File: config.mk
export PLATFORM = sky130hd
export DESIGN_NAME = meter_frame_deframer_unit_flat
export DESIGN_NICKNAME = d
export VERILOG_FILES = /design/src/mfd_pkg.sv /design/src/mfd_ifs.sv /design/src/meter_frame_deframer_unit.sv /design/src/mfd_csr.sv /design/src/mfd_parse.sv /design/src/mfd_rspq.sv /design/src/flat_wrapper.sv
export VERILOG_INCLUDE_DIRS = /design/src /design/src/src
export SDC_FILE = /design/constraint.sdc
export NUM_CORES = 1
export LEC_CHECK = 0
export BUFFER_PORTS_ARGS = -buffer_cell sky130_fd_sc_hd__buf_2
export CAP_MARGIN = 20
export CORE_UTILIZATION = 55
export CTS_CLUSTER_SIZE = 24
export DETAILED_ROUTE_END_ITERATION = 16
export PLACE_DENSITY = 0.74
export SYNTH_ARGS = -nofsm -noshare
export SYNTH_HDL_FRONTEND = slang
export SYNTH_SLANG_ARGS = --single-unit
File: constraint.sdc
create_clock -name clock -period 5.15 [get_ports clock]
set_clock_uncertainty 0.05 [all_clocks]
set_input_delay 0.2575 -clock clock [delete_from_list [all_inputs] [get_ports clock]]
set_output_delay 0.2575 -clock clock [all_outputs]
set_load 0.01 [all_outputs]
File: src/meter_frame_deframer_unit_assert.svh
// Assertion macros for the meter frame deframer.
`ifndef METER_FRAME_DEFRAMER_UNIT_ASSERT_SVH
`define METER_FRAME_DEFRAMER_UNIT_ASSERT_SVH
`ifndef SYNTHESIS
`define MFD_ASSERT_IMP(lbl, clk, rst, ante, cons) \
   lbl: assert property (@(posedge clk) disable iff (rst) (ante) |-> (cons)) \
      else $error("deframer check failed");
`define MFD_ASSERT_NXT(lbl, clk, rst, ante, cons) \
   lbl: assert property (@(posedge clk) disable iff (rst) (ante) |=> (cons)) \
      else $error("deframer check failed");
`else
`define MFD_ASSERT_IMP(lbl, clk, rst, ante, cons)
`define MFD_ASSERT_NXT(lbl, clk, rst, ante, cons)
`endif
`endif

File: src/mfd_pkg.sv
`timescale 1ns / 1ps
package mfd_pkg;

   localparam int unsigned QDepth    = 4;
   localparam int unsigned QAw       = $clog2(QDepth);
   localparam int unsigned QCw       = $clog2(QDepth + 1);
   localparam int unsigned AddrBytes = 6;

   localparam logic KIND_DATA  = 1'b0;
   localparam logic KIND_FRAME = 1'b1;

   localparam logic [1:0] ST_OK      = 2'd0;
   localparam logic [1:0] ST_NO_HDR2 = 2'd1;
   localparam logic [1:0] ST_BAD_SUM = 2'd2;
   localparam logic [1:0] ST_BAD_END = 2'd3;

   localparam logic [1:0] REG_HEADER   = 2'd0;
   localparam logic [1:0] REG_END      = 2'd1;
   localparam logic [1:0] REG_PREAMBLE = 2'd2;
   localparam logic [1:0] REG_OFFSET   = 2'd3;

   localparam logic [7:0] HEADER_RST   = 8'h68;
   localparam logic [7:0] END_RST      = 8'h16;
   localparam logic [7:0] PREAMBLE_RST = 8'hFE;
   localparam logic [7:0] OFFSET_RST   = 8'h33;

   typedef struct packed {
      logic [7:0] header_byte;
      logic [7:0] end_byte;
      logic [7:0] preamble_byte;
      logic [7:0] data_offset;
   } cfg_type;

   typedef struct packed {
      logic        kind;
      logic [7:0]  data_value;
      logic [7:0]  data_index;
      logic [47:0] frame_addr;
      logic [7:0]  frame_ctl;
      logic [7:0]  data_len;
      logic        preamble_seen;
      logic [1:0]  frame_status;
   } result_type;

   typedef struct packed {
      logic       valid;
      result_type res;
   } push_type;

endpackage

File: src/mfd_ifs.sv
`timescale 1ns / 1ps
interface mfd_req_if;
   logic       valid;
   logic       ready;
   logic [7:0] rx_byte;

   modport source (output valid, output rx_byte, input ready);
   modport sink (input valid, input rx_byte, output ready);
endinterface

interface mfd_rsp_if;
   logic        valid;
   logic        ready;
   logic        kind;
   logic [7:0]  data_value;
   logic [7:0]  data_index;
   logic [47:0] frame_addr;
   logic [7:0]  frame_ctl;
   logic [7:0]  data_len;
   logic        preamble_seen;
   logic [1:0]  frame_status;

   modport source (output valid, output kind, output data_value, output data_index,
                   output frame_addr, output frame_ctl, output data_len,
                   output preamble_seen, output frame_status, input ready);
   modport sink (input valid, input kind, input data_value, input data_index,
                 input frame_addr, input frame_ctl, input data_len,
                 input preamble_seen, input frame_status, output ready);
endinterface

File: src/meter_frame_deframer_unit.sv
`timescale 1ns / 1ps
// Meter frame deframer: takes one received byte per req beat, hunts for the
// header byte, then walks address, second header, control, length, data,
// checksum and end byte. Each data byte gives one rsp beat (kind 0, value
// with the offset removed, its index). The end byte, or a bad second header,
// gives one frame beat (kind 1) with address, control, length, preamble flag
// and status. Other bytes give no rsp beat.
// Registers load through csr_we / csr_index / csr_wdata; the user must load them
// only while idle, as the block itself does not enforce it. An accepted byte is
// registered in the parse stage; its result is then written into the result
// queue, whose head drives rsp. Throughput: one byte per cycle while req_if.ready
// is high; a four-entry result queue sits between the parse stage and rsp.
// When rsp stalls the queue fills and req_if.ready drops once it cannot
// take the byte in flight plus one more; nothing is lost.
// Reset (synchronous) restores the register defaults, empties the queue
// and returns the parser to header hunting.
module meter_frame_deframer_unit (
   input  logic       clock,
   input  logic       reset,
   mfd_req_if.sink    req_if,
   mfd_rsp_if.source  rsp_if,
   input  logic       csr_we,
   input  logic [1:0] csr_index,
   input  logic [7:0] csr_wdata
);

   `include "meter_frame_deframer_unit_assert.svh"

   mfd_pkg::cfg_type        cfg;
   mfd_pkg::push_type       push;
   mfd_pkg::result_type     head;
   logic                    head_valid;
   logic                    stage_valid;
   logic                    take;
   logic [mfd_pkg::QCw-1:0] fill;
   logic [mfd_pkg::QCw-1:0] load;

   assign load          = fill + mfd_pkg::QCw'(stage_valid);
   assign req_if.ready  = (load < mfd_pkg::QCw'(mfd_pkg::QDepth));
   assign take          = req_if.valid && req_if.ready;

   mfd_csr u_csr (
      .clock     (clock),
      .reset     (reset),
      .csr_we    (csr_we),
      .csr_index (csr_index),
      .csr_wdata (csr_wdata),
      .cfg       (cfg)
   );

   mfd_parse u_parse (
      .clock       (clock),
      .reset       (reset),
      .cfg         (cfg),
      .take        (take),
      .rx_byte     (req_if.rx_byte),
      .stage_valid (stage_valid),
      .push        (push)
   );

   mfd_rspq u_rspq (
      .clock      (clock),
      .reset      (reset),
      .push       (push),
      .pop_ready  (rsp_if.ready),
      .head_valid (head_valid),
      .head       (head),
      .fill       (fill)
   );

   assign rsp_if.valid         = head_valid;
   assign rsp_if.kind          = head.kind;
   assign rsp_if.data_value    = head.data_value;
   assign rsp_if.data_index    = head.data_index;
   assign rsp_if.frame_addr    = head.frame_addr;
   assign rsp_if.frame_ctl     = head.frame_ctl;
   assign rsp_if.data_len      = head.data_len;
   assign rsp_if.preamble_seen = head.preamble_seen;
   assign rsp_if.frame_status  = head.frame_status;

   `MFD_ASSERT_IMP(a_fill_bound, clock, reset, 1'b1, fill <= mfd_pkg::QCw'(mfd_pkg::QDepth))
   `MFD_ASSERT_IMP(a_push_room, clock, reset, push.valid, fill < mfd_pkg::QCw'(mfd_pkg::QDepth))
   `MFD_ASSERT_NXT(a_stage_load, clock, reset, take, stage_valid)
   `MFD_ASSERT_IMP(a_data_ok, clock, reset, rsp_if.valid && (rsp_if.kind == mfd_pkg::KIND_DATA), rsp_if.frame_status == mfd_pkg::ST_OK)

endmodule

File: src/mfd_csr.sv
`timescale 1ns / 1ps
module mfd_csr (
   input  logic             clock,
   input  logic             reset,
   input  logic             csr_we,
   input  logic [1:0]       csr_index,
   input  logic [7:0]       csr_wdata,
   output mfd_pkg::cfg_type cfg
);

   mfd_pkg::cfg_type cfg_ff;
   mfd_pkg::cfg_type cfg_in;

   always_comb begin
      cfg_in = cfg_ff;
      if (csr_we) begin
         unique case (csr_index)
            mfd_pkg::REG_HEADER:   cfg_in.header_byte   = csr_wdata;
            mfd_pkg::REG_END:      cfg_in.end_byte      = csr_wdata;
            mfd_pkg::REG_PREAMBLE: cfg_in.preamble_byte = csr_wdata;
            mfd_pkg::REG_OFFSET:   cfg_in.data_offset   = csr_wdata;
         endcase
      end
   end

   always_ff @(posedge clock) begin
      if (reset) begin
         cfg_ff.header_byte   <= mfd_pkg::HEADER_RST;
         cfg_ff.end_byte      <= mfd_pkg::END_RST;
         cfg_ff.preamble_byte <= mfd_pkg::PREAMBLE_RST;
         cfg_ff.data_offset   <= mfd_pkg::OFFSET_RST;
      end else begin
         cfg_ff <= cfg_in;
      end
   end

   assign cfg = cfg_ff;

endmodule

File: src/mfd_parse.sv
`timescale 1ns / 1ps
module mfd_parse (
   input  logic              clock,
   input  logic              reset,
   input  mfd_pkg::cfg_type  cfg,
   input  logic              take,
   input  logic [7:0]        rx_byte,
   output logic              stage_valid,
   output mfd_pkg::push_type push
);

   localparam logic [2:0] PH_HUNT = 3'd0;
   localparam logic [2:0] PH_ADDR = 3'd1;
   localparam logic [2:0] PH_HDR2 = 3'd2;
   localparam logic [2:0] PH_CTL  = 3'd3;
   localparam logic [2:0] PH_LEN  = 3'd4;
   localparam logic [2:0] PH_DATA = 3'd5;
   localparam logic [2:0] PH_CS   = 3'd6;
   localparam logic [2:0] PH_END  = 3'd7;

   logic        stv_ff, stv_in;
   logic [7:0]  byte_ff;
   logic [2:0]  phase_ff, phase_in;
   logic [7:0]  cnt_ff, cnt_in;
   logic [7:0]  sum_ff, sum_in;
   logic [7:0]  len_ff, len_in;
   logic [47:0] addr_ff, addr_in;
   logic [7:0]  ctl_ff, ctl_in;
   logic        sok_ff, sok_in;
   logic        pre_ff, pre_in;
   logic [7:0]  cnt_nx;
   logic [7:0]  sum_nx;
   mfd_pkg::push_type push_in;

   assign stv_in = take;
   assign cnt_nx = cnt_ff + 8'd1;
   assign sum_nx = sum_ff + byte_ff;

   always_comb begin
      phase_in = phase_ff;
      cnt_in   = cnt_ff;
      sum_in   = sum_ff;
      len_in   = len_ff;
      addr_in  = addr_ff;
      ctl_in   = ctl_ff;
      sok_in   = sok_ff;
      pre_in   = pre_ff;
      push_in.valid                = 1'b0;
      push_in.res.kind             = mfd_pkg::KIND_FRAME;
      push_in.res.data_value       = 8'd0;
      push_in.res.data_index       = 8'd0;
      push_in.res.frame_addr       = addr_ff;
      push_in.res.frame_ctl        = ctl_ff;
      push_in.res.data_len         = len_ff;
      push_in.res.preamble_seen    = pre_ff;
      push_in.res.frame_status     = mfd_pkg::ST_OK;
      if (stv_ff) begin
         unique case (phase_ff)
            PH_HUNT: begin
               if (byte_ff == cfg.preamble_byte) begin
                  pre_in = 1'b1;
               end else if (byte_ff == cfg.header_byte) begin
                  sum_in   = byte_ff;
                  cnt_in   = 8'd0;
                  addr_in  = 48'd0;
                  ctl_in   = 8'd0;
                  len_in   = 8'd0;
                  sok_in   = 1'b0;
                  phase_in = PH_ADDR;
               end else begin
                  pre_in = 1'b0;
               end
            end
            PH_ADDR: begin
               for (int k = 0; k < mfd_pkg::AddrBytes; k++) begin
                  if (cnt_ff == 8'(k)) begin
                     addr_in[8*k +: 8] = addr_ff[8*k +: 8] | byte_ff;
                  end
               end
               sum_in = sum_nx;
               cnt_in = cnt_nx;
               if (cnt_nx >= 8'(mfd_pkg::AddrBytes)) begin
                  phase_in = PH_HDR2;
               end
            end
            PH_HDR2: begin
               if (byte_ff != cfg.header_byte) begin
                  push_in.valid            = 1'b1;
                  push_in.res.frame_status = mfd_pkg::ST_NO_HDR2;
                  phase_in = PH_HUNT;
                  pre_in   = 1'b0;
               end else begin
                  sum_in   = sum_nx;
                  phase_in = PH_CTL;
               end
            end
            PH_CTL: begin
               ctl_in   = byte_ff;
               sum_in   = sum_nx;
               phase_in = PH_LEN;
            end
            PH_LEN: begin
               len_in   = byte_ff;
               sum_in   = sum_nx;
               cnt_in   = 8'd0;
               phase_in = (byte_ff == 8'd0) ? PH_CS : PH_DATA;
            end
            PH_DATA: begin
               push_in.valid          = 1'b1;
               push_in.res.kind       = mfd_pkg::KIND_DATA;
               push_in.res.data_value = byte_ff - cfg.data_offset;
               push_in.res.data_index = cnt_ff;
               sum_in = sum_nx;
               cnt_in = cnt_nx;
               if (cnt_nx >= len_ff) begin
                  phase_in = PH_CS;
               end
            end
            PH_CS: begin
               sok_in   = (byte_ff == sum_ff);
               phase_in = PH_END;
            end
            PH_END: begin
               push_in.valid = 1'b1;
               if (byte_ff != cfg.end_byte) begin
                  push_in.res.frame_status = mfd_pkg::ST_BAD_END;
               end else if (!sok_ff) begin
                  push_in.res.frame_status = mfd_pkg::ST_BAD_SUM;
               end
               phase_in = PH_HUNT;
               pre_in   = 1'b0;
            end
         endcase
      end
   end

   always_ff @(posedge clock) begin
      if (reset) begin
         stv_ff   <= 1'b0;
         phase_ff <= PH_HUNT;
         cnt_ff   <= 8'd0;
         sum_ff   <= 8'd0;
         len_ff   <= 8'd0;
         addr_ff  <= 48'd0;
         ctl_ff   <= 8'd0;
         sok_ff   <= 1'b0;
         pre_ff   <= 1'b0;
      end else begin
         stv_ff   <= stv_in;
         phase_ff <= phase_in;
         cnt_ff   <= cnt_in;
         sum_ff   <= sum_in;
         len_ff   <= len_in;
         addr_ff  <= addr_in;
         ctl_ff   <= ctl_in;
         sok_ff   <= sok_in;
         pre_ff   <= pre_in;
      end
   end

   always_ff @(posedge clock) begin
      if (take) begin
         byte_ff <= rx_byte;
      end
   end

   assign stage_valid = stv_ff;
   assign push        = push_in;

endmodule

File: src/mfd_rspq.sv
`timescale 1ns / 1ps
module mfd_rspq (
   input  logic                     clock,
   input  logic                     reset,
   input  mfd_pkg::push_type        push,
   input  logic                     pop_ready,
   output logic                     head_valid,
   output mfd_pkg::result_type      head,
   output logic [mfd_pkg::QCw-1:0]  fill
);

   mfd_pkg::result_type mem_ff [mfd_pkg::QDepth];
   logic [mfd_pkg::QAw-1:0] wr_ff, wr_in;
   logic [mfd_pkg::QAw-1:0] rd_ff, rd_in;
   logic [mfd_pkg::QCw-1:0] fill_ff, fill_in;
   logic                    pop;

   assign pop = (fill_ff != '0) && pop_ready;

   always_comb begin
      wr_in   = wr_ff;
      rd_in   = rd_ff;
      fill_in = fill_ff;
      if (push.valid) begin
         wr_in = wr_ff + mfd_pkg::QAw'(1);
      end
      if (pop) begin
         rd_in = rd_ff + mfd_pkg::QAw'(1);
      end
      if (push.valid && !pop) begin
         fill_in = fill_ff + mfd_pkg::QCw'(1);
      end else if (!push.valid && pop) begin
         fill_in = fill_ff - mfd_pkg::QCw'(1);
      end
   end

   always_ff @(posedge clock) begin
      if (reset) begin
         wr_ff   <= '0;
         rd_ff   <= '0;
         fill_ff <= '0;
      end else begin
         wr_ff   <= wr_in;
         rd_ff   <= rd_in;
         fill_ff <= fill_in;
      end
   end

   always_ff @(posedge clock) begin
      if (push.valid) begin
         mem_ff[wr_ff] <= push.res;
      end
   end

   assign head_valid = (fill_ff != '0);
   assign head       = mem_ff[rd_ff];
   assign fill       = fill_ff;

endmodule
File: src/flat_wrapper.sv
// flat-port wrapper written by rule: the top's interface ports become plain ports
module meter_frame_deframer_unit_flat 
  (clock, reset, csr_we, csr_index, csr_wdata, req_if_valid, req_if_rx_byte, req_if_ready, rsp_if_valid, rsp_if_kind, rsp_if_data_value, rsp_if_data_index, rsp_if_frame_addr, rsp_if_frame_ctl, rsp_if_data_len, rsp_if_preamble_seen, rsp_if_frame_status, rsp_if_ready);
  mfd_req_if req_if_i ();
  mfd_rsp_if rsp_if_i ();
  input  logic clock;
  input  logic reset;
  input  logic csr_we;
  input  logic [1:0] csr_index;
  input  logic [7:0] csr_wdata;
  input wire logic [$bits(req_if_i.valid)-1:0] req_if_valid;
  input wire logic [$bits(req_if_i.rx_byte)-1:0] req_if_rx_byte;
  output wire logic [$bits(req_if_i.ready)-1:0] req_if_ready;
  output wire logic [$bits(rsp_if_i.valid)-1:0] rsp_if_valid;
  output wire logic [$bits(rsp_if_i.kind)-1:0] rsp_if_kind;
  output wire logic [$bits(rsp_if_i.data_value)-1:0] rsp_if_data_value;
  output wire logic [$bits(rsp_if_i.data_index)-1:0] rsp_if_data_index;
  output wire logic [$bits(rsp_if_i.frame_addr)-1:0] rsp_if_frame_addr;
  output wire logic [$bits(rsp_if_i.frame_ctl)-1:0] rsp_if_frame_ctl;
  output wire logic [$bits(rsp_if_i.data_len)-1:0] rsp_if_data_len;
  output wire logic [$bits(rsp_if_i.preamble_seen)-1:0] rsp_if_preamble_seen;
  output wire logic [$bits(rsp_if_i.frame_status)-1:0] rsp_if_frame_status;
  input wire logic [$bits(rsp_if_i.ready)-1:0] rsp_if_ready;
  assign req_if_i.valid = req_if_valid;
  assign req_if_i.rx_byte = req_if_rx_byte;
  assign req_if_ready = req_if_i.ready;
  assign rsp_if_valid = rsp_if_i.valid;
  assign rsp_if_kind = rsp_if_i.kind;
  assign rsp_if_data_value = rsp_if_i.data_value;
  assign rsp_if_data_index = rsp_if_i.data_index;
  assign rsp_if_frame_addr = rsp_if_i.frame_addr;
  assign rsp_if_frame_ctl = rsp_if_i.frame_ctl;
  assign rsp_if_data_len = rsp_if_i.data_len;
  assign rsp_if_preamble_seen = rsp_if_i.preamble_seen;
  assign rsp_if_frame_status = rsp_if_i.frame_status;
  assign rsp_if_i.ready = rsp_if_ready;
  meter_frame_deframer_unit u_core (.clock(clock), .reset(reset), .req_if(req_if_i), .rsp_if(rsp_if_i), .csr_we(csr_we), .csr_index(csr_index), .csr_wdata(csr_wdata));
endmodule
==> reports/summary.txt, run 1 <==
status: finished, final reports clean
commonest non-fill, non-tap cell in the layout: edfxtp_1
final core utilization: 64.37%
Comb power frac: 11.4%
Final Max Slew Viols: 0
Initial Util: 56.49%
worst slew pin tran: 0.8996 ns
DRC violation count after routing: 0
cell mode on critical path: xor2_1
CP endpoint: u_core.u_rspq.fill[2]$_SDFFE_PP0P_
Register-to-Register Setup Slack: 1.31 ns
crit path max-delay cell type: edfxtp_1
Yosys cell types: 68
Min Hold Slack: 0.06173 ns
sw frac: 23.47%
Seq pwr share: 50.1%
DR WL/cell: 20.77 microns
Syn. warnings: 0
Worst R2R Path Depth: 11
Crit. Startpoint: u_core.u_parse.byte_ff[7]$_DFFE_PP_
root buffer cell: clkbuf_16
setup_tns: 0 ns
Vias: 10196
H-tree depth: 2
Post-synth EDFFs: 344
drt pass-1 iters: 5
largest net degree at the start of global routing: 58
endpoints failing setup: 0
layout cells sized above 1: 22.61%
initial antenna violation count: 0
# fillers: 2348
number of global-route vias before repair: 10235
total congestion overflow: 0
worst skew pair latency: 0.55 ns
fraction of the yosys area taken by sequential cells: 69.34%
CP max FO: 19
Synth Cell Area: 18570 sq um
Die Y: 185.7 microns
Area Overhead vs Synth: 13.96%
Avg Inst Size Synth: 15.69 sq um
Top FF cell, synth: edfxtp_1
Placement Rows: 66
unrepaired setup endpoints after global routing: false
Setup CP Type: flip-flop to flip-flop
crit path launch type: flip-flop
Total GRT Usage: 22.07%
commonest cells after routing, fill and taps aside: edfxtp_1, dfxtp_1, buf_2
Yosys reg bits: 471
crit-path cells: xor2_1, nor4_4, a211oi_1, nand2_1, a21oi_2, ha_1, inv_1, fa_1, xor2_1, or3_1, a21oi_1
r2r startpoint: u_core.u_parse.byte_ff[7]$_DFFE_PP_
synthesized instance count: 1183
Tightest Hold Check Type: input pin to flip-flop
Final min period: 3.835 ns
Worst-path clk slew: 0.06 ns
Reg2Reg Capture Point: u_core.u_rspq.fill[2]$_SDFFE_PP0P_
PD cells: 397.8 nW/um^2
Net Switching: 0.001975 W
Fmax: 0.2607 GHz
Worst Path Required: 5.58 ns
IO Port Bufs: 108
die area: 34490 sq um
Die X-Extent: 185.7 microns
ANT cells: 0
I/O pin cnt: 109
Int Power: 0.006442 W
Num CTS Buffers: 46
worst vdd ir: 255.9 uV
Synth Net Count: 1239
clk sinks: 471
gpl congestion: 0.8489
clock power share: 38.6%
Final period util: 74.47%
clock buffer depth: 3
P_leak: 7.210 nW
CORE AREA: 32870 sq um
routed vias/inst: 5.722
CP arrival: 4.26 ns
CTS tree: done
max cap viols: 0
routed wire length: 37.02 mm
critical path endpoint category: flip-flop
Post-synth ARST share: 0%
first-iteration detailed-routing DRC count: 813
Nets: 1360
max_slew headroom: 40.03%
global-route wire length before repair: 56.95 mm
post-CTS setup buffers: 0
delay of the slowest cell on the worst path: 0.89 ns
antenna-violating nets left: 0
Final Hold Viols: 0
post-DP HPWL: 22.40 mm
cells in the mapped netlist (9+ instances only):
cell	count	area, sq um
mux4_2	84	1892
and2_1	14	87.58
inv_1	38	142.6
nor2b_1	12	75.07
xnor2_1	27	236.5
nand2_1	74	277.8
edfxtp_1	344	10330
dfxtp_1	127	2542
ha_1	30	375.4
nand3_1	17	85.08
nand3b_1	13	97.59
xor2_1	20	175.2
a21oi_1	88	440.4
clkbuf_1	33	123.9
nor2_1	95	356.6
o21ai_0	10	50.05
mux2i_1	9	90.09
buf_2	17	85.08
per-layer routing:
metal  GRT usage (%)  part of all wire (%)  up-vias
li1                -                     -     4698
met4           6.098                   2.1        0
met5               0                     0        -
met1           29.69                    42     5105
met2           37.60                    51      329
met3           3.209                   5.2       64
critical path, delay by kind of cell, from the launching register on:
kind            cells  cell delay (ns)
compound gates      3             1.02
flops               1             0.89
fa+ha+maj           2             0.73
simple gates        3             0.56
xor+xnor            2             0.46
buf+inv             1             0.07
state kept, by name, summed over array words and instances (netlist names), named ones only:
| signal | flops |
|---|---|
| u_core.u_parse.len_ff | 8 |
| u_core.u_rspq.wr_ff | 2 |
| u_core.u_rspq.fill | 3 |
| u_core.u_parse.stage_valid | 1 |
| u_core.u_parse.sum_ff | 8 |
| u_core.u_parse.ctl_ff | 8 |
| u_core.u_rspq.mem_ff | 336 |
| u_core.u_parse.pre_ff | 1 |
| u_core.u_rspq.rd_ff | 2 |
| u_core.u_parse.sok_ff | 1 |
| u_core.u_csr.cfg | 32 |
| u_core.u_parse.addr_ff | 48 |
| u_core.u_parse.byte_ff | 8 |
| u_core.u_parse.cnt_ff | 8 |
| u_core.u_parse.phase_ff | 3 |
layout make-up:
cell class | instances | area (sq um) | area share, %
multi-input combinational | 608 | 5243 | 24.78
clock inverter | 13 | 112.6 | 0.5322
timing repair buffer | 138 | 855.8 | 4.045
clock buffer | 71 | 1368 | 6.464
inverter | 39 | 146.4 | 0.6919
tap | 442 | 553.0 | 2.614
sequential | 471 | 12880 | 60.88
through the flow:
step	area (sq um)	total power [W]	instances	setup slack, ns
finish	21160	0.008417	1782	1.315
global route	21160	0.008711	1782	1.190
CTS	21160	0.008487	1782	1.380
detailed placement	19520	0.005261	1682	1.387
global placement	19520	0.005247	1682	1.511
floorplan	18570	0.004949	1183	1.033
kinds of logic (layout without fill, tap and decap cells):
kind of cell	after synthesis	after routing	synth area share, %
flip-flops	471	471	69.34
AND/OR/NAND/NOR	279	279	7.461
AO/OA/AOI/OAI	154	154	5.365
buffers and inverters	104	261	2.480
multiplexers	94	94	10.74
XOR/XNOR	47	47	2.217
adder cells (fa/ha/maj)	34	34	2.406
power groups by stage:
| stage | clock network [W] | registers, W | logic [W] |
|---|---|---|---|
| after floorplan | 0 | 0.00418 | 0.000772 |
| after global placement | 0 | 0.00430 | 0.000947 |
| after detailed placement | 0 | 0.00430 | 0.000958 |
| after CTS | 0.00330 | 0.00422 | 0.000970 |
| after global routing | 0.00344 | 0.00423 | 0.00103 |
| final | 0.00325 | 0.00422 | 0.000956 |
worst min path at each step:
stage	startpoint	to	slack [ns]	depth (start not counted)
after floorplan	req_if_rx_byte[0]	u_core.u_parse.byte_ff[0]$_DFFE_PP_	0.31	0
after global placement	u_core.u_csr.cfg[6]$_SDFFE_PP0P_	u_core.u_csr.cfg[6]$_SDFFE_PP0P_	0.39	2
after detailed placement	req_if_rx_byte[4]	u_core.u_parse.byte_ff[4]$_DFFE_PP_	0.39	1
after CTS	rsp_if_ready	u_core.u_rspq.rd_ff[0]$_SDFFE_PP0P_	0.05	4
after global routing	rsp_if_ready	u_core.u_rspq.rd_ff[0]$_SDFFE_PP0P_	0.07	4
final	rsp_if_ready	u_core.u_rspq.rd_ff[0]$_SDFFE_PP0P_	0.06	4
timing repair:
| action | 4_1_cts | 5_1_grt |
|---|---|---|
| hold buffers | 16 | 0 |
| resized for setup | 0 | 0 |
| hold endpoints to repair | 39 | 0 |
Note: power is estimated with default switching activity, not from simulation.
==> run 2: changes to the inputs <==
- PLACE_DENSITY: 0.74 -> 0.77
- clock period: 5.15 -> 3.5 ns (I/O delays scaled with it)
==> run 2 against run 1 <==
  * Clock power grew 50%
  * Die area is the same
  * Register-to-register slack lost 0.80 ns
  * Final area grew 0.77%
  * Flip-flop and latch count is the same
  * Critical path depth grew 1
  * Combinational power grew 71%
  * Via count grew 1.8%
  * Largest power group unchanged
==> reports/summary.txt, run 2 (same netlist as run 1, synthesis figures left out) <==
status: finished, final reports clean
Seq pwr share: 48.2% (-1.9 points)
post-DP HPWL: 21.88 mm (-2.3%)
antenna-violating nets left: 0 (unchanged)
largest register by flop count: u_core.u_rspq.mem_ff
H-tree depth: 2 (unchanged)
# fillers: 2306 (-1.8%)
area of the multi-input gates: 5243 sq um (unchanged)
P_leak: 7.309 nW (+1.4%)
Total GRT Usage: 22.57% (+0.51 points)
crit path launch type: flip-flop
endpoints failing setup: 0 (unchanged)
Vias: 10381 (+1.8%)
Worst Path Required: 3.93 ns (-1.65 ns)
Final Max Slew Viols: 0 (unchanged)
final core utilization: 64.87% (+0.50 points)
DRC violation count after routing: 0 (unchanged)
Area Overhead vs Synth: 14.85%
Initial Util: 56.49% (unchanged)
Final Hold Viols: 0 (unchanged)
layout cells sized above 1: 23.61% (+1.0 points)
Placement Rows: 66 (unchanged)
Net Switching: 0.003008 W (+52%)
Tightest Hold Check Type: input pin to flip-flop
Final period util: 85.18% (+11 points)
placed instance area: 19650 sq um (+0.68%)
clock buffer depth: 3 (unchanged)
sequential cell area: 12880 sq um (unchanged)
PD cells: 589.2 nW/um^2 (+48%)
largest net degree at the start of global routing: 85 (+47%)
number of global-route vias before repair: 10324 (+0.87%)
Comb power frac: 13.0% (+1.6 points)
DR WL/cell: 21.10 microns (+1.6%)
global-route wire length before repair: 58.03 mm (+1.9%)
worst slew pin tran: 0.8072 ns (-0.09234 ns)
post_cts resized: 0 (unchanged)
root buffer cell: clkbuf_16
Num CTS Buffers: 45 (-2.2%)
critical path endpoint category: flip-flop
sw frac: 23.94% (+0.47 points)
unrepaired setup endpoints after global routing: false
CP arrival: 3.41 ns (-0.85 ns)
max_slew headroom: 46.19% (+6.2 points)
Min Hold Slack: 0.02631 ns (-0.03542 ns)
Setup CP Type: flip-flop to flip-flop
routed vias/inst: 5.787 (+1.1%)
Nets: 1371 (+0.81%)
CP max FO: 7 (-12)
clk sinks: 471 (unchanged)
Final min period: 2.981 ns (-0.8542 ns)
gpl congestion: 0.8515 (+0.31%)
CTS tree: done
commonest non-fill, non-tap cell in the layout: edfxtp_1
Int Power: 0.009555 W (+48%)
clock power share: 38.9% (+0.3 points)
total congestion overflow: 0 (unchanged)
Fmax: 0.3354 GHz (+29%)
Die Y: 185.7 microns (unchanged)
drt pass-1 iters: 5 (unchanged)
post-CTS setup buffers: 0 (unchanged)
setup_tns: 0 ns (unchanged)
Worst-path clk slew: 0.06 ns (about the same)
worst vdd ir: 394.6 uV (+54%)
max reg flops: 336 (unchanged)
worst skew pair latency: 0.56 ns (about the same)
max cap viols: 0 (unchanged)
first-iteration detailed-routing DRC count: 969 (+19%)
initial antenna violation count: 1 (+1)
post-route design area: 21320 sq um (+0.77%)
commonest cells after routing, fill and taps aside: edfxtp_1, dfxtp_1, buf_2
IO Port Bufs: 108 (unchanged)
die area: 34490 sq um (unchanged)
Die X-Extent: 185.7 microns (unchanged)
CORE AREA: 32870 sq um (unchanged)
I/O pin cnt: 109 (unchanged)
routed wire length: 37.85 mm (+2.2%)
run 2: cell count changes in the layout (fill, tap and decap cells not counted), sizes merged:
cell / previous run / this run
buf: 122 / 133
bufinv: 1 / 5
clkbuf: 71 / 59
clkinv: 11 / 17
clkinvlp: 0 / 1
diode: 0 / 1
dlygate4sd3: 16 / 17
run 2: final timing paths:
check                                            from                            endpoint  slack [ns]  cells past startpoint
setup / recovery  u_core.u_parse.byte_ff[1]$_DFFE_PP_  u_core.u_rspq.fill[2]$_SDFFE_PP0P_        0.52                     12
hold / removal                           csr_index[1]   u_core.u_csr.cfg[23]$_SDFFE_PP0P_        0.03                      4
setup reg to reg  u_core.u_parse.byte_ff[1]$_DFFE_PP_  u_core.u_rspq.fill[2]$_SDFFE_PP0P_        0.52                     12
hold reg to reg      u_core.u_csr.cfg[3]$_SDFFE_PP0P_    u_core.u_csr.cfg[3]$_SDFFE_PP0P_        0.41                      2
run 2: layout make-up:
cell class | count | area share (%)
Antenna cell | 1 | 0.01174
Multi-Input combinational cell | 608 | 24.59
Inverter | 39 | 0.6866
Clock inverter | 24 | 1.361
Sequential cell | 471 | 60.41
Timing Repair Buffer | 150 | 4.683
Clock buffer | 59 | 5.669
Tap cell | 442 | 2.594
run 2: per-stage QoR:
| step | worst slack (ns) | power, W | instances |
|---|---|---|---|
| floorplan | 0.3009 | 0.007281 | 1183 |
| global placement | 0.6179 | 0.007796 | 1693 |
| detailed placement | 0.5272 | 0.007805 | 1693 |
| CTS | 0.5085 | 0.01266 | 1793 |
| global route | 0.3257 | 0.01299 | 1793 |
| finish | 0.5187 | 0.01256 | 1794 |
run 2: critical path, stage by stage, from the launching register on:
cell and delay (ns):
edfxtp_1 0.41, xor2_1 0.27, nor4_4 0.11, a211oi_1 0.29, nand2_1 0.14, a21oi_2 0.18, buf_4 0.17, ha_1 0.19
inv_1 0.07, fa_1 0.44, xor2_1 0.17, or3_1 0.30, a21oi_1 0.13
run 2: power groups by stage:
stage / clock, W / sequential [W] / combinational [W]
2_1_floorplan: 0 / 0.00615 / 0.00113
3_3_place_gp: 0 / 0.00617 / 0.00163
3_5_place_dp: 0 / 0.00617 / 0.00163
4_1_cts: 0.00496 / 0.00605 / 0.00165
5_1_grt: 0.00516 / 0.00606 / 0.00178
6_report: 0.00488 / 0.00605 / 0.00163
run 2: what timing repair did:
| item | CTS | global route |
|---|---|---|
| hold buffers | 17 | 0 |
| endpoints found under the setup margin | 0 | 0 |
| hold endpoints to repair | 42 | 0 |
run 2: per-layer routing:
metal  vias to the layer above  GRT usage (%)  routed length (microns)
met5                         -              0                        0
met4                         0          5.639                      656
li1                       4733              -                        -
met3                        50          2.954                     2062
met2                       351          38.51                    19050
met1                      5247          30.84                    16080
==> run 3: changes to the inputs <==
- CORE_ASPECT_RATIO: not set -> 0.5
- GPL_TIMING_DRIVEN: not set -> 0
- PLACE_DENSITY: 0.77 -> 0.79
==> run 3 against run 2 <==
  * Critical path depth decreased by 1
  * Largest power group unchanged
  * Highest routed layer unchanged
  * Critical path type unchanged
  * Utilization is 0.66 points lower
  * Wire length increased by 6.2%
==> reports/summary.txt, run 3 (same netlist as run 1, synthesis figures left out) <==
Final Hold Viols: 0 (unchanged)
Tightest Hold Check Type: input pin to flip-flop
root buffer cell: clkbuf_16
Worst Path Required: 3.92 ns (about the same)
Fmax: 0.3023 GHz (-9.9%)
Worst-path clk slew: 0.07 ns (about the same)
Initial Util: 55.98% (-0.51 points)
drt pass-1 iters: 8 (+3)
max cap viols: 0 (unchanged)
CP arrival: 3.73 ns (+0.32 ns)
unrepaired setup endpoints after global routing: false
worst slew pin tran: 1.034 ns (+0.2265 ns)
P_leak: 7.310 nW (about the same)
Placement Rows: 47 (-29%)
CTS tree: done
Area Overhead vs Synth: 14.71%
gpl congestion: 0.9468 (+11%)
CP max FO: 10 (+3)
status: finished, final reports clean
first-iteration detailed-routing DRC count: 1027 (+6.0%)
Total GRT Usage: 23.76% (+1.2 points)
commonest non-fill, non-tap cell in the layout: edfxtp_1
Final Max Slew Viols: 0 (unchanged)
critical path endpoint category: flip-flop
crit path launch type: flip-flop
routed wire length: 40.19 mm (+6.2%)
Bufs and invs on worst path: 3 (+1)
clock buffer depth: 3 (unchanged)
Die Y: 131.9 microns (-29%)
crit path max-delay cell type: edfxtp_1
H-tree depth: 2 (unchanged)
pre-CTS setup slack: -0.2644 ns (-0.7916 ns)
Min Hold Slack: 0.06951 ns (+0.04321 ns)
Final WS setup: 0.1924 ns (-0.3264 ns)
worst vdd ir: 341.6 uV (-13%)
global-route wire length before repair: 61.91 mm (+6.7%)
Final min period: 3.308 ns (+0.3264 ns)
DRC violation count after routing: 0 (unchanged)
DR WL/cell: 21.91 microns (+3.9%)
Setup CP Type: flip-flop to flip-flop
routed vias/inst: 5.935 (+2.6%)
commonest cells after routing, fill and taps aside: edfxtp_1, dfxtp_1, buf_2
max_slew headroom: 31.08% (-15 points)
Die X-Extent: 261.8 microns (+41%)
max reg flops: 336 (unchanged)
crit-path leading delay family: compound AO/OA/AOI/OAI gates
Vias: 10885 (+4.9%)
die area: 34540 sq um (+0.13%)
endpoints failing setup: 0 (unchanged)
crit-path cells: buf_6, clkbuf_2, inv_1, fa_1, nor2b_1, o21ai_0, a21boi_0, o21a_1, nor3_1, o31a_1, a211oi_1
I/O pin cnt: 109 (unchanged)
post-DP HPWL: 25.14 mm (+15%)
worst skew pair latency: 0.56 ns (about the same)
initial antenna violation count: 1 (unchanged)
clk sinks: 471 (unchanged)
largest register by flop count: u_core.u_rspq.mem_ff
Final period util: 94.50% (+9.3 points)
Num CTS Buffers: 41 (-8.9%)
layout cells sized above 1: 22.83% (-0.78 points)
number of global-route vias before repair: 11067 (+7.2%)
largest net degree at the start of global routing: 59 (-31%)
CORE AREA: 33170 sq um (+0.91%)
total congestion overflow: 0 (unchanged)
delay of the slowest cell on the worst path: 0.50 ns (+0.06 ns)
IO Port Bufs: 108 (unchanged)
antenna-violating nets left: 0 (unchanged)
Nets: 1416 (+3.3%)
PD cells: 567.2 nW/um^2 (-3.7%)
ANT cells: 0 (-1)
==> run 3: through the flow <==
stage | TNS (ns) | power, W | instance area, sq um | cells | utilization [%]
after global routing | 0 | 0.01246 | 21300 | 1834 | 64.21
after CTS | 0 | 0.01215 | 21270 | 1832 | 64.14
after global placement | -279.64 | 0.007807 | 19660 | 1732 | 59.28
after floorplan | 0 | 0.007281 | 18570 | 1183 | -
final | 0 | 0.01208 | 21300 | 1834 | 64.21
after detailed placement | -0.2916 | 0.007841 | 19790 | 1737 | 59.68
==> run 3: final cells by class <==
cell class / instances / area (sq um)
fill: 2231 / 11870
clock buffer: 51 / 1135
buffer: 65 / 315.3
tap: 441 / 551.8
clock inverter: 25 / 150.1
inverter: 39 / 146.4
multi-input combinational: 608 / 5255
timing repair buffer: 134 / 870.8
sequential: 471 / 12870
==> run 3: final timing paths <==
path                                                          start  slack [ns]  cells after the start                               endpoint
worst min-delay path                                         csr_we        0.07                      4       u_core.u_csr.cfg[0]$_SDFFE_PP1P_
worst min register to register     u_core.u_csr.cfg[2]$_SDFFE_PP0P_        0.41                      2       u_core.u_csr.cfg[2]$_SDFFE_PP0P_
worst max-delay path            u_core.u_parse.byte_ff[1]$_DFFE_PP_        0.19                     11  u_core.u_parse.sum_ff[6]$_SDFFE_PP0P_
worst max register to register  u_core.u_parse.byte_ff[1]$_DFFE_PP_        0.19                     11  u_core.u_parse.sum_ff[6]$_SDFFE_PP0P_
==> run 3: tightest hold or removal path: stages <==
cell,delay (ns)
buf_2,0.13
nand3_1,0.18
nand2_1,0.08
nand3b_1,0.07
==> run 3: where the power goes <==
group          switching (W)  internal, W
clock                0.00203      0.00233
sequential         0.0000833      0.00598
combinational       0.000912     0.000754
==> run 3: repair_timing <==
| action | in CTS | in global routing |
|---|---|---|
| gates cloned | 0 | 0 |
| setup endpoints to repair | 6 | 1 |
| hold buffers | 19 | 0 |
| resized for setup | 2 | 1 |
| endpoints found under the hold margin | 42 | 0 |
| setup buffers | 0 | 2 |
| pin swaps | 0 | 1 |
==> run 3: routing by layer <==
layer	GRT usage [%]	wire [microns]	share of wire (%)	vias to the layer above
met5	0	0	0	-
met3	4.517	2819	7.0	87
met1	31.55	16110	40	5522
met2	39.64	20050	50	478
li1	-	-	-	4798
met4	7.978	1206	3.0	0
